$ cat src/rdle_pkg.sv
// ----------------------------------------------------------------------------
// rdle_pkg
// Types, constants and helpers shared by the datagram link engine files.
// ----------------------------------------------------------------------------
`default_nettype none
package rdle_pkg;

	localparam int QUEUE_DEPTH_DEF = 32;
	localparam logic [10:0] MAX_CHUNK = 11'd1439;
	localparam logic [15:0] HDR_LEN = 16'd12;
	localparam logic [15:0] ACK_ONLY_LEN = 16'd8;

	localparam logic [15:0] RESEND_RST = 16'd800;
	localparam logic [15:0] ACK_INT_RST = 16'd1200;
	localparam logic [5:0] WINDOW_RST = 6'd9;
	localparam logic [5:0] REEN_RST = 6'd3;

	localparam logic [2:0] CFG_RESEND = 3'd0;
	localparam logic [2:0] CFG_ACK_INT = 3'd1;
	localparam logic [2:0] CFG_WINDOW = 3'd2;
	localparam logic [2:0] CFG_REEN = 3'd3;
	localparam logic [2:0] CFG_OPEN = 3'd4;
	localparam logic [2:0] CFG_SEL = 3'd5;

	localparam logic [1:0] REQ_FRAME = 2'd0;
	localparam logic [1:0] REQ_CHUNK = 2'd1;
	localparam logic [1:0] REQ_TIMER = 2'd2;

	localparam logic [2:0] K_ACK = 3'd0;
	localparam logic [2:0] K_DATA = 3'd1;
	localparam logic [2:0] K_DELIV = 3'd2;
	localparam logic [2:0] K_EOF = 3'd3;
	localparam logic [2:0] K_AHEAD = 3'd4;
	localparam logic [2:0] K_IDMIS = 3'd5;
	localparam logic [2:0] K_REQ = 3'd6;
	localparam logic [2:0] K_FULL = 3'd7;

	typedef struct packed {
		logic [1:0] req_type;
		logic [31:0] now_ms;
		logic [15:0] frame_len;
		logic [23:0] frame_id;
		logic signed [31:0] frame_ack;
		logic signed [31:0] frame_pck;
		logic [10:0] chunk_len;
	} in_item_t;

	typedef struct packed {
		logic [2:0] out_kind;
		logic [23:0] conn_id;
		logic signed [31:0] ack_num;
		logic signed [31:0] seq_num;
		logic [4:0] slot;
		logic [15:0] length;
		logic last;
	} out_item_t;

	typedef struct packed {
		logic [15:0] resend_delay_ms;
		logic [15:0] ack_interval_ms;
		logic [5:0] send_window;
		logic [5:0] reenable_count;
		logic stream_open;
		logic [7:0] request_selector;
	} cfg_t;

	function automatic out_item_t mk_res(input logic [2:0] kind, input logic [23:0] cid,
			input logic [31:0] ack, input logic [31:0] seq, input logic [4:0] slot,
			input logic [15:0] len);
		out_item_t r;
		r.out_kind = kind;
		r.conn_id = cid;
		r.ack_num = ack;
		r.seq_num = seq;
		r.slot = slot;
		r.length = len;
		r.last = 1'b0;
		return r;
	endfunction

endpackage
`default_nettype wire

$ cat src/rdle_ram.sv
// ----------------------------------------------------------------------------
// rdle_ram
// Generic single write port RAM with one registered read port.
// ----------------------------------------------------------------------------
`default_nettype none
module rdle_ram #(
	parameter int W = 8,
	parameter int D = 32
) (
	input wire logic clk,
	input wire logic we,
	input wire logic [$clog2(D)-1:0] waddr,
	input wire logic [W-1:0] wdata,
	input wire logic [$clog2(D)-1:0] raddr,
	output logic [W-1:0] rdata
);
	logic [W-1:0] mem [D];

	always_ff @(posedge clk) begin
		if (we) begin
			mem[waddr] <= wdata;
		end
		rdata <= mem[raddr];
	end
endmodule
`default_nettype wire

$ cat src/rdle_cfg.sv
// ----------------------------------------------------------------------------
// rdle_cfg
// Configuration register bank with index decode.
// ----------------------------------------------------------------------------
`default_nettype none
module rdle_cfg (
	input wire logic clk,
	input wire logic arst_n,
	input wire logic cfg_we,
	input wire logic [2:0] cfg_idx,
	input wire logic [15:0] cfg_data,
	output rdle_pkg::cfg_t cfg
);
	import rdle_pkg::*;

	cfg_t cfg_q;
	assign cfg = cfg_q;

	always_ff @(posedge clk or negedge arst_n) begin
		if (!arst_n) begin
			cfg_q.resend_delay_ms <= RESEND_RST;
			cfg_q.ack_interval_ms <= ACK_INT_RST;
			cfg_q.send_window <= WINDOW_RST;
			cfg_q.reenable_count <= REEN_RST;
			cfg_q.stream_open <= 1'b0;
			cfg_q.request_selector <= 8'd0;
		end else if (cfg_we) begin
			unique case (cfg_idx)
				CFG_RESEND: cfg_q.resend_delay_ms <= cfg_data;
				CFG_ACK_INT: cfg_q.ack_interval_ms <= cfg_data;
				CFG_WINDOW: cfg_q.send_window <= cfg_data[5:0];
				CFG_REEN: cfg_q.reenable_count <= cfg_data[5:0];
				CFG_OPEN: cfg_q.stream_open <= cfg_data[0];
				CFG_SEL: cfg_q.request_selector <= cfg_data[7:0];
				default: ;
			endcase
		end
	end
endmodule
`default_nettype wire

$ cat src/reliable_datagram_link_engine_unit.sv
// ----------------------------------------------------------------------------
// reliable_datagram_link_engine_unit
// Client side of one reliable datagram link.
//
// in_valid/in_stall/in_data carry one item: a received frame, an outgoing
// chunk or a timer fire. out_valid/out_stall/out_data return zero to two
// result items per input item; the final one has last set.
// cfg_we/cfg_idx/cfg_data write the configuration registers, idle only.
// One item at a time: in_stall is high from acceptance until the engine is
// back in idle. The re-enable sweep covers min(reenable_count, queue)
// entries and the send scan up to min(send_window, queue), each touching
// one queue entry per cycle through the entry RAMs; a data hit ends the
// scan early.
// Reset clears all link state; queue entries are only read after written.
// A stalled output holds its item; the engine waits for room, adding the
// stall cycles to the item.
// ----------------------------------------------------------------------------
`default_nettype none
module reliable_datagram_link_engine_unit #(
	parameter int QUEUE_DEPTH = rdle_pkg::QUEUE_DEPTH_DEF
) (
	input wire logic clk,
	input wire logic arst_n,
	input wire logic in_valid,
	output logic in_stall,
	input wire rdle_pkg::in_item_t in_data,
	output logic out_valid,
	input wire logic out_stall,
	output rdle_pkg::out_item_t out_data,
	input wire logic cfg_we,
	input wire logic [2:0] cfg_idx,
	input wire logic [15:0] cfg_data
);
	import rdle_pkg::*;

	localparam int IW = $clog2(QUEUE_DEPTH);
	localparam int CW = $clog2(QUEUE_DEPTH + 1);
	localparam int LW = (CW > 6) ? CW : 6;
	localparam logic [CW:0] DEPTH_W = (CW + 1)'(QUEUE_DEPTH);

	localparam logic [2:0] S_IDLE = 3'd0;
	localparam logic [2:0] S_DISP = 3'd1;
	localparam logic [2:0] S_FREE = 3'd2;
	localparam logic [2:0] S_RX2 = 3'd3;
	localparam logic [2:0] S_RE = 3'd4;
	localparam logic [2:0] S_SCAN = 3'd5;
	localparam logic [2:0] S_ACK = 3'd6;
	localparam logic [2:0] S_FLUSH = 3'd7;

	cfg_t cfg;
	rdle_cfg u_cfg (
		.clk(clk), .arst_n(arst_n), .cfg_we(cfg_we), .cfg_idx(cfg_idx),
		.cfg_data(cfg_data), .cfg(cfg)
	);

	logic [2:0] state_q;
	in_item_t in_q;
	logic [23:0] link_id_q;
	logic known_q;
	logic [31:0] recv_exp_q, send_base_q, nad_q;
	logic [IW-1:0] head_q;
	logic [CW-1:0] count_q;
	logic in_eof_q, out_eof_q;
	out_item_t r0_q, r1_q;
	logic r0_v_q, r1_v_q;
	logic out_v_q;
	out_item_t out_q;
	logic [LW-1:0] re_i_q, sc_i_q, sc_idx_s1;
	logic [IW-1:0] re_addr_q, sc_addr_q, sc_addr_s1;
	logic sc_v_s1;

	function automatic logic [IW-1:0] wrap_add(input logic [IW-1:0] a, input logic [CW-1:0] b);
		logic [CW:0] s;
		s = (CW + 1)'(a) + (CW + 1)'(b);
		if (s >= DEPTH_W) s = s - DEPTH_W;
		return IW'(s);
	endfunction

	// RAM ports
	logic en_we, en_wd, en_rd;
	logic [IW-1:0] en_wa, dt_wa;
	logic dt_we;
	logic [42:0] dt_wd, dt_rd;

	rdle_ram #(.W(1), .D(QUEUE_DEPTH)) u_en_ram (
		.clk(clk), .we(en_we), .waddr(en_wa), .wdata(en_wd),
		.raddr(sc_addr_q), .rdata(en_rd)
	);
	rdle_ram #(.W(43), .D(QUEUE_DEPTH)) u_dt_ram (
		.clk(clk), .we(dt_we), .waddr(dt_wa), .wdata(dt_wd),
		.raddr(sc_addr_q), .rdata(dt_rd)
	);

	logic [31:0] rd_due;
	logic [10:0] rd_len, clen;
	logic hit, full, out_free, load_out;
	logic [LW-1:0] sc_lim, re_lim, cnt_l;
	logic [IW-1:0] tail;

	assign rd_due = dt_rd[42:11];
	assign rd_len = dt_rd[10:0];
	assign hit = sc_v_s1 && en_rd && (rd_due <= in_q.now_ms);
	assign full = ({1'b0, count_q} >= DEPTH_W);
	assign clen = (in_q.chunk_len > MAX_CHUNK) ? MAX_CHUNK : in_q.chunk_len;
	assign tail = wrap_add(head_q, count_q);
	assign cnt_l = LW'(count_q);
	assign sc_lim = (LW'(cfg.send_window) < cnt_l) ? LW'(cfg.send_window) : cnt_l;
	assign re_lim = (LW'(cfg.reenable_count) < cnt_l) ? LW'(cfg.reenable_count) : cnt_l;
	assign out_free = !out_v_q || !out_stall;
	assign load_out = (state_q == S_FLUSH) && out_free && (r0_v_q || r1_v_q);

	always_comb begin
		en_we = 1'b0;
		en_wa = tail;
		en_wd = 1'b1;
		dt_we = 1'b0;
		dt_wa = tail;
		dt_wd = {in_q.now_ms, clen};
		if (state_q == S_DISP && in_q.req_type == REQ_CHUNK && !full) begin
			en_we = 1'b1;
			dt_we = 1'b1;
		end else if (state_q == S_RE && re_i_q < re_lim) begin
			en_we = 1'b1;
			en_wa = re_addr_q;
		end else if (state_q == S_SCAN && hit) begin
			en_we = 1'b1;
			en_wa = sc_addr_s1;
			en_wd = 1'b0;
			dt_we = 1'b1;
			dt_wa = sc_addr_s1;
			dt_wd = {in_q.now_ms + 32'(cfg.resend_delay_ms), rd_len};
		end
	end

	logic [31:0] ack_d;
	logic base_lt, ahead;
	logic [CW-1:0] nfree;
	assign ack_d = in_q.frame_ack - send_base_q;
	assign base_lt = $signed(send_base_q) < in_q.frame_ack;
	assign ahead = base_lt && (ack_d > 32'(count_q));
	assign nfree = !base_lt ? '0 : (ahead ? count_q : CW'(ack_d));

	assign in_stall = (state_q != S_IDLE);
	assign out_valid = out_v_q;
	assign out_data = out_q;

	always_ff @(posedge clk or negedge arst_n) begin
		if (!arst_n) begin
			state_q <= S_IDLE;
			link_id_q <= '0;
			known_q <= 1'b0;
			recv_exp_q <= '0;
			send_base_q <= '0;
			nad_q <= '0;
			head_q <= '0;
			count_q <= '0;
			in_eof_q <= 1'b0;
			out_eof_q <= 1'b0;
			r0_v_q <= 1'b0;
			r1_v_q <= 1'b0;
			out_v_q <= 1'b0;
			re_i_q <= '0;
			sc_i_q <= '0;
			sc_v_s1 <= 1'b0;
		end else begin
			if (load_out) out_v_q <= 1'b1;
			else if (out_v_q && !out_stall) out_v_q <= 1'b0;
			unique case (state_q)
				S_IDLE: begin
					if (in_valid) begin
						in_q <= in_data;
						state_q <= S_DISP;
					end
				end
				S_DISP: begin
					sc_i_q <= '0;
					sc_addr_q <= head_q;
					sc_v_s1 <= 1'b0;
					re_i_q <= '0;
					re_addr_q <= head_q;
					case (in_q.req_type)
						REQ_FRAME: begin
							if (in_q.frame_len != ACK_ONLY_LEN && in_q.frame_len < HDR_LEN) begin
								state_q <= S_IDLE;
							end else if (!known_q) begin
								link_id_q <= in_q.frame_id;
								known_q <= 1'b1;
								state_q <= S_FREE;
							end else if (link_id_q != in_q.frame_id) begin
								r0_q <= mk_res(K_IDMIS, '0, '0, '0, '0, '0);
								r0_v_q <= 1'b1;
								state_q <= S_FLUSH;
							end else begin
								state_q <= S_FREE;
							end
						end
						REQ_CHUNK: begin
							if (full) begin
								r0_q <= mk_res(K_FULL, '0, '0, '0, '0, '0);
								r0_v_q <= 1'b1;
							end else begin
								count_q <= count_q + CW'(1);
								if (clen == '0) in_eof_q <= 1'b1;
							end
							state_q <= known_q ? S_SCAN : S_FLUSH;
						end
						REQ_TIMER: begin
							if (!known_q) begin
								r1_q <= mk_res(K_REQ, '0, '0, 32'(cfg.request_selector), '0,
									16'd1);
								r1_v_q <= 1'b1;
								nad_q <= in_q.now_ms + 32'(cfg.ack_interval_ms);
								state_q <= S_FLUSH;
							end else begin
								state_q <= S_SCAN;
							end
						end
						default: state_q <= S_IDLE;
					endcase
				end
				S_FREE: begin
					head_q <= wrap_add(head_q, nfree);
					count_q <= count_q - nfree;
					send_base_q <= send_base_q + 32'(nfree);
					if (nfree != '0) nad_q <= in_q.now_ms;
					if (ahead) begin
						r0_q <= mk_res(K_AHEAD, '0, '0, '0, '0, '0);
						r0_v_q <= 1'b1;
						state_q <= S_FLUSH;
					end else begin
						state_q <= S_RX2;
					end
				end
				S_RX2: begin
					re_addr_q <= head_q;
					sc_addr_q <= head_q;
					if (in_q.frame_len >= HDR_LEN) begin
						if (($signed(recv_exp_q) > in_q.frame_pck) ||
								(in_q.frame_pck == recv_exp_q && cfg.stream_open))
							nad_q <= in_q.now_ms;
						if (in_q.frame_pck == recv_exp_q && cfg.stream_open) begin
							if (in_q.frame_len == HDR_LEN) begin
								r0_q <= mk_res(K_EOF, '0, '0, '0, '0, '0);
								out_eof_q <= 1'b1;
							end else begin
								r0_q <= mk_res(K_DELIV, '0, '0, '0, '0,
									in_q.frame_len - HDR_LEN);
							end
							r0_v_q <= 1'b1;
							recv_exp_q <= recv_exp_q + 32'd1;
						end
					end
					state_q <= S_RE;
				end
				S_RE: begin
					if (re_i_q < re_lim) begin
						re_i_q <= re_i_q + LW'(1);
						re_addr_q <= wrap_add(re_addr_q, CW'(1));
					end else begin
						state_q <= S_SCAN;
					end
				end
				S_SCAN: begin
					if (hit) begin
						r1_q <= mk_res(K_DATA, link_id_q, recv_exp_q,
							send_base_q + 32'(sc_idx_s1), 5'(sc_addr_s1), 16'(rd_len));
						r1_v_q <= 1'b1;
						sc_v_s1 <= 1'b0;
						state_q <= S_FLUSH;
					end else if (sc_i_q < sc_lim) begin
						sc_addr_s1 <= sc_addr_q;
						sc_idx_s1 <= sc_i_q;
						sc_v_s1 <= 1'b1;
						sc_i_q <= sc_i_q + LW'(1);
						sc_addr_q <= wrap_add(sc_addr_q, CW'(1));
					end else begin
						sc_v_s1 <= 1'b0;
						state_q <= S_ACK;
					end
				end
				S_ACK: begin
					if (nad_q <= in_q.now_ms) begin
						r1_q <= mk_res(K_ACK, link_id_q, recv_exp_q, '0, '0, '0);
						r1_v_q <= 1'b1;
						nad_q <= in_q.now_ms + 32'(cfg.ack_interval_ms);
					end
					state_q <= S_FLUSH;
				end
				S_FLUSH: begin
					if (out_free) begin
						if (r0_v_q) begin
							out_q <= {r0_q[$bits(out_item_t)-1:1], !r1_v_q};
							r0_v_q <= 1'b0;
						end else if (r1_v_q) begin
							out_q <= {r1_q[$bits(out_item_t)-1:1], 1'b1};
							r1_v_q <= 1'b0;
						end else begin
							state_q <= S_IDLE;
						end
					end
				end
				default: state_q <= S_IDLE;
			endcase
		end
	end

	a_count_bound: assert property (@(posedge clk) disable iff (!arst_n)
		{1'b0, count_q} <= DEPTH_W)
		else $error("queue count above depth");
	a_head_bound: assert property (@(posedge clk) disable iff (!arst_n)
		(CW + 1)'(head_q) < DEPTH_W)
		else $error("queue head out of range");
	a_accept_stalls: assert property (@(posedge clk) disable iff (!arst_n)
		(in_valid && !in_stall) |=> in_stall)
		else $error("second item taken while busy");
	a_hit_in_scan: assert property (@(posedge clk) disable iff (!arst_n)
		sc_v_s1 |-> (state_q == S_SCAN))
		else $error("scan read outstanding outside scan");
endmodule
`default_nettype wire

$ cat config.mk
export PLATFORM = sky130hd
export DESIGN_NAME = reliable_datagram_link_engine_unit
export DESIGN_NICKNAME = d
export VERILOG_FILES = /design/src/rdle_pkg.sv /design/src/rdle_ram.sv /design/src/rdle_cfg.sv /design/src/reliable_datagram_link_engine_unit.sv
export SDC_FILE = /design/constraint.sdc
export NUM_CORES = 2
export LEC_CHECK = 0
export BUFFER_PORTS_ARGS = -buffer_cell sky130_fd_sc_hd__buf_4
export CAP_MARGIN = 20
export CORE_ASPECT_RATIO = 1.1
export CORE_MARGIN = 2
export CORE_UTILIZATION = 30
export DETAILED_ROUTE_END_ITERATION = 10
export PLACE_DENSITY = 0.43
export SLEW_MARGIN = 10
export SYNTH_ARGS = -nofsm -noshare
export SYNTH_HDL_FRONTEND = slang
export SYNTH_SLANG_ARGS = --single-unit
$ cat constraint.sdc
create_clock -name clk -period 19.85 [get_ports clk]
set_input_delay 1.985 -clock clk [delete_from_list [all_inputs] [get_ports clk]]
set_output_delay 1.985 -clock clk [all_outputs]
set_load 0.005 [all_outputs]
# After elaboration in Yosys (flattened, before gate mapping)
# Memories as Yosys holds them, arrays and structs flattened. A register that Yosys moved wholly into a read port is not among the register bits.
# Index checks and enable logic that the tools add are counted.
# op_classes
bitwise_logic	3
reduce_logical	61
eq_ne	43
n_addsub	19
muxes	102
n_lt_le_gt_ge	17
# ops
operator	n
$mux 113	13
$pmux 113 s3	2
$pmux 113 s2	1
$mux 32	6
$mux 43	3
$pmux 32 s4	1
$mux 111	1
$add 32x16->32	2
$add 32x6->32	2
$le 32x32->1	2
$mux 5	12
$mux 6	9
$pmux 6 s2	3
$mux 3	11
$add 32x1->32 const B	1
$eq 32x32->1	1
$gt 32x32->1	1
$gt 32x6->1	1
$lt 32x32->1	1
$sub 32x32->32	1
$mux 1	30
$ne 2x2->1 const B	15
$lt 6x6->1	4
$ne 24x24->1	1
other kinds (45)	121
# word_totals
mem_bits_rw	1408
mem_count	2
regBits	711
in_bits	173
# memory_table
name	words	width	read_ports	rd_ports_with_merged_regs	write_ports	line	text
u_dt_ram.mem	32	43	1	1	1	rdle_ram.sv:17	logic [W-1:0] mem [D];
u_en_ram.mem	32	1	1	1	1	rdle_ram.sv:17	

# Depth between registers and ports, before layout
# logic_depth
depth_word	8
ltp_mapped	32

# Hierarchy
# From an unflattened synthesis, not the netlist that was laid out.
# hier_totals
cells_unflattened	6033
hier_area_um2	89051.7
# by_module_without_submodules
mod	cells_each	n_inst	area_per_inst_um2
rdle_ram (u_dt_ram)	3020	1	54487.3
reliable_datagram_link_engine_unit	2776	1	30982.2
rdle_cfg	117	1	2064.5
rdle_ram (u_en_ram)	120	1	1517.7

# Worst setup path after synthesis
# Ideal clock, no wire load.
# synth_path
path_kind	input to register
start	in out_stall
end	reg out_q, in the netlist out_data[0] (enable)
n_path_buf	0
slack_ps	9272
arrival_time_ps	9854
setup_time_ps	724
cell_stages	3
cell_sequence	nand2_1 > nand2b_1 > nor3_1
# synth_via
elab_chain_len	3
# synth_lines
item	line	text
start: declaration	reliable_datagram_link_engine_unit.sv:28	input wire logic out_stall,
$logic_not 1->1	reliable_datagram_link_engine_unit.sv:109	assign out_free = !out_v_q || !out_stall;
$logic_or 1x1->1	reliable_datagram_link_engine_unit.sv:109	
$reduce_and 4->1 (no source line)	-	
end signal: assignment	reliable_datagram_link_engine_unit.sv:292	out_q <= {r0_q[$bits(out_item_t)-1:1], !r1_v_q};
end signal: assignment	reliable_datagram_link_engine_unit.sv:295	out_q <= {r1_q[$bits(out_item_t)-1:1], 1'b1};
end: declaration	reliable_datagram_link_engine_unit.sv:67	out_item_t out_q;
# No other way between the ends.
# A chain may end at the register's enable or synchronous reset.

# Final worst setup path
# layout_path
start	reg send_base_q[4]
end	reg send_base_q[24]
# layout_via
elab_chain_len	6
word_cells_on_any_way	7
classes_between	2 x add/sub; 2 x order compare; 2 x mux; 1 x reduce/logical
# layout_lines
item	line	text
start: declaration	reliable_datagram_link_engine_unit.sv:60	logic [31:0] recv_exp_q, send_base_q, nad_q;
start signal: assignment	reliable_datagram_link_engine_unit.sv:224	send_base_q <= send_base_q + 32'(nfree);
$sub 32x32->32	reliable_datagram_link_engine_unit.sv:138	assign ack_d = in_q.frame_ack - send_base_q;
$gt 32x6->1	reliable_datagram_link_engine_unit.sv:140	assign ahead = base_lt && (ack_d > 32'(count_q));
$logic_and 1x1->1	reliable_datagram_link_engine_unit.sv:140	
$mux 6 (2 in series)	reliable_datagram_link_engine_unit.sv:141	assign nfree = !base_lt ? '0 : (ahead ? count_q : CW'(ack_d));
$add 32x6->32 (*)	reliable_datagram_link_engine_unit.sv:224	
# Every way passes the cells marked *; elsewhere a longest branch is shown, timed or not.

==> run_results.csv <==
group,metric,value,unit
timing,fin_crit_sh,38.4,%
critical_path,cp_max_fo,8,
power_and_ir_drop,power_density,125,nW/µm²
die,core_area,291000,µm²
timing,maxSlewViolCount,0,
power_and_ir_drop,power.share.sequential,42.9,%
cells_and_area,fin_area,103000,µm²
logic_synthesis,synthTopCellsByArea,"edfxtp_1 62%, mux4_2 11%, dfrtp_1 5.5%",
timing,hold_viol_final,0,
grt,grt_use_total,17.4,%
critical_path,crit_type,"reg2reg",
logic_synthesis,synth_fa_ha_area_share,3.80,%
logic_synthesis,synth_edf_count,1816,
place,gp_congestion,0.812,
logic_synthesis,synth_flop_cell,"edfxtp_1",
logic_synthesis,synth_compound_area_share,3.91,%
critical_path,crit_required,20570,ps
logic_synthesis,avgSynthCellArea,17.4,µm²
logic_synthesis,synth_cells,5035,
logic_synthesis,netlist_area,87500,µm²
die,die_area,296000,µm²
critical_path,worstSetupEndpointType,"flop",
logic_synthesis,yosysSeqAreaShare,69.1,%
logic_synthesis,synthMuxAreaShare,13.8,%
grt,grt_pass1_wl,372000,µm
logic_synthesis,yosysMostFrequentCell,"edfxtp_1",
critical_path,cp_top_family,"simple AND/OR/NAND/NOR gates",
cells_and_area,areaGrowthSynthToFinish,17.5,%
power_and_ir_drop,switching_share,29.8,%
grt,gr-total-overflow,0,
logic_synthesis,synth_seq_cells,2064,
detailed_routing,wire_per_inst,27.3,µm
critical_path,critPathBufInv,2,
critical_path,cp-start-kind,"flop",
power_and_ir_drop,p_int,0.00902,W
power_and_ir_drop,p_total,0.0128,W
grt,grt_pass1_vias,49100,
timing,worst_slew_pin_slew,1040,ps
logic_synthesis,syn_nets,5469,
detailed_routing,routed_via_density,4.94,
logic_synthesis,netlist.area_leader.share,62.3,%
clocking,cts_buffers,226,
clocking,cts_setup_buffers,0,
clocking,cts_max_path_buffers,4,
logic_synthesis,yosys.area_share.simple,5.56,%
grt,antenna_found_initial,15,
clocking,cts_tree,"done",
timing,finalSetupViolations,0,
clocking,cts_sinks,2064,
clocking,htreeDepth,4,
clocking,cts_root_buf,"clkbuf_16",
timing,setup_tns,0,ps
clocking,clk_latency,920,ps
place,place_inst,9141,
cells_and_area,finalNonFillerCells,9564,
timing,clock.fmax,131,MHz
flow_run,maxCapViolations,0,
grt,grt_start_max_net_pins,77,
die,rows,208,
logic_synthesis,yosysWarnings,0,
power_and_ir_drop,power.switching,0.00382,W
die,initial_core_util,30.1,%
timing,clock_skew,104,ps
power_and_ir_drop,pwr-share-comb,24.3,%
clocking,cts_resized,0,
detailed_routing,firstDrtPassIters,6,
logic_synthesis,synth_top_family_by_area,"multiplexers",
detailed_routing,drt_wl_total,261000,µm
power_and_ir_drop,ir_drop,0.0760,mV
hold_path,min_path_type,"reg2reg",
logic_synthesis,async_flop_share,9.88,%
clocking,path_clk_slew,60,ps
place,port_buffers,287,
logic_synthesis,yosys.area_share.xor_xnor,2.08,%
logic_synthesis,synth_top_area_cell,"edfxtp_1",
detailed_routing,drc,0,
outcome,status,"complete, no violations",
timing,rsz0062_at_grt,"no",
cells_and_area,final_nets,5920,
cells_and_area,drive_gt1_share,26.1,%
detailed_routing,antenna_left,0,
critical_path,cp.arrival,8340,ps
critical_path,cpPeakStageDelay,540,ps
clocking,hold_buffers,0,
power_and_ir_drop,power_leakage,35.3,nW
critical_path,cpMaxStageDelayCell,"nor4_4",
detailed_routing,drt_iter0_markers,4033,
die,die_x,519,µm
die,die_h,571,µm
timing,max_slew_margin,30.6,%
logic_synthesis,ys_types,90,
detailed_routing,dr_total_vias,47300,
place,hpwl,161000,µm
logic_synthesis,synth_commonest_cells,"1,816 x edfxtp_1, 440 x mux4_2, 253 x ha_1, 247 x nor2_1, 215 x nand2_1",
die,io_pins,288,
timing,finalCriticalPeriod,7620,ps
power_and_ir_drop,clkPwrFrac,32.8,%
place,place_area,95400,µm²
[worst register-to-register path, delay by kind of cell (launching register included)]
family                   cells  cell delay [ps]
AND/OR/NAND/NOR             12             3150
AO/OA/AOI/OAI                9             1860
adder cells (fa/ha/maj)      4             1390
XOR/XNOR                     2              480
flip-flops                   1              460
buffers and inverters        2              140
[metal layers]
metal / up-vias / wire (µm) / GRT usage [%]
met3: 326 / 11100 / 2.35
met4: 10 / 5840 / 3.94
met5: - / 69 / 0
li1: 20700 / - / -
met2: 1161 / 128000 / 29.5
met1: 25100 / 116000 / 23.6
[final timing paths]
kind / startpoint / endpoint / slack [ps] / cells after the start
setup / recovery: send_base_q[4] / send_base_q[24] / 12230 / 29
hold / removal: r1_q[33] / out_data[33] / 500 / 1
setup reg to reg: send_base_q[4] / send_base_q[24] / 12230 / 29
max in group asynchronous: arst_n / nad_q[25] / 16500 / 5
hold reg to reg: r1_q[33] / out_data[33] / 500 / 1
min in group asynchronous: arst_n / u_cfg.cfg[17] / 1070 / 1
[stage by stage]
stage                     util [%]  setup slack [ps]  hold WS (ps)
after detailed placement      32.7             12280           493
after global routing          35.3             11700           523
after CTS                     35.3             12240           507
after global placement        32.7             12290           487
final                         35.3             12230           503
after floorplan                  -              9270           424
[flip-flops by register name, summed over array words and instances, names as in the netlist, 3 cells and up]
name and count:
u_dt_ram.mem 1376, in_q 149, out_data 113, r1_q 106
u_cfg.cfg 53, u_dt_ram.rdata 43, nad_q 32, recv_exp_q 32
send_base_q 32, u_en_ram.mem 32, link_id_q 24, r0_q 19
cnt_l 6, re_i_q 6, sc_i_q 6, sc_idx_s1 6
head_q 5, re_addr_q 5, sc_addr_q 5, sc_addr_s1 5
state_q 3
[logic make-up after synthesis]
family | Yosys count
DFF | 2064
xor gates and xnor gates | 208
buffers and inverters | 386
muxes | 624
adders and majority gates | 261
AOI/OAI and AO/OA | 519
and+or+nand+nor | 973
[cells in the final DEF (no fill, tap or decap), types with 61 or more instances in the layout]
cell and count:
a21o_1 77, a21oi_1 133, and2_1 68, buf_4 406, clkbuf_16 228, dfrtp_1 192, edfxtp_1 1816, ha_1 253
inv_1 188, mux2_2 143, mux4_2 440, nand2_1 215, nand3_1 76, nand4_1 61, nor2_1 212, nor2b_1 120
o21ai_0 101, xnor2_1 145
[power groups by stage]
stage          logic [W]  clock network [W]  registers [W]
3_5_place_dp     0.00318                  0        0.00560
4_1_cts          0.00319            0.00433        0.00551
2_1_floorplan    0.00214                  0        0.00547
6_report         0.00312            0.00421        0.00551
5_1_grt          0.00340            0.00450        0.00554
3_3_place_gp     0.00314                  0        0.00560
[final cells by class]
class / count / area, µm²
Timing Repair Buffer: 418 / 3240
Multi-Input combinational cell: 2585 / 26100
Tap cell: 3885 / 4860
Inverter: 191 / 719
Clock inverter: 112 / 1150
Fill cell: 27500 / 188000
Clock buffer: 302 / 6170
Antenna cell: 7 / 17.5
Sequential cell: 2064 / 60500
Note: power is estimated with default switching activity, not from simulation.
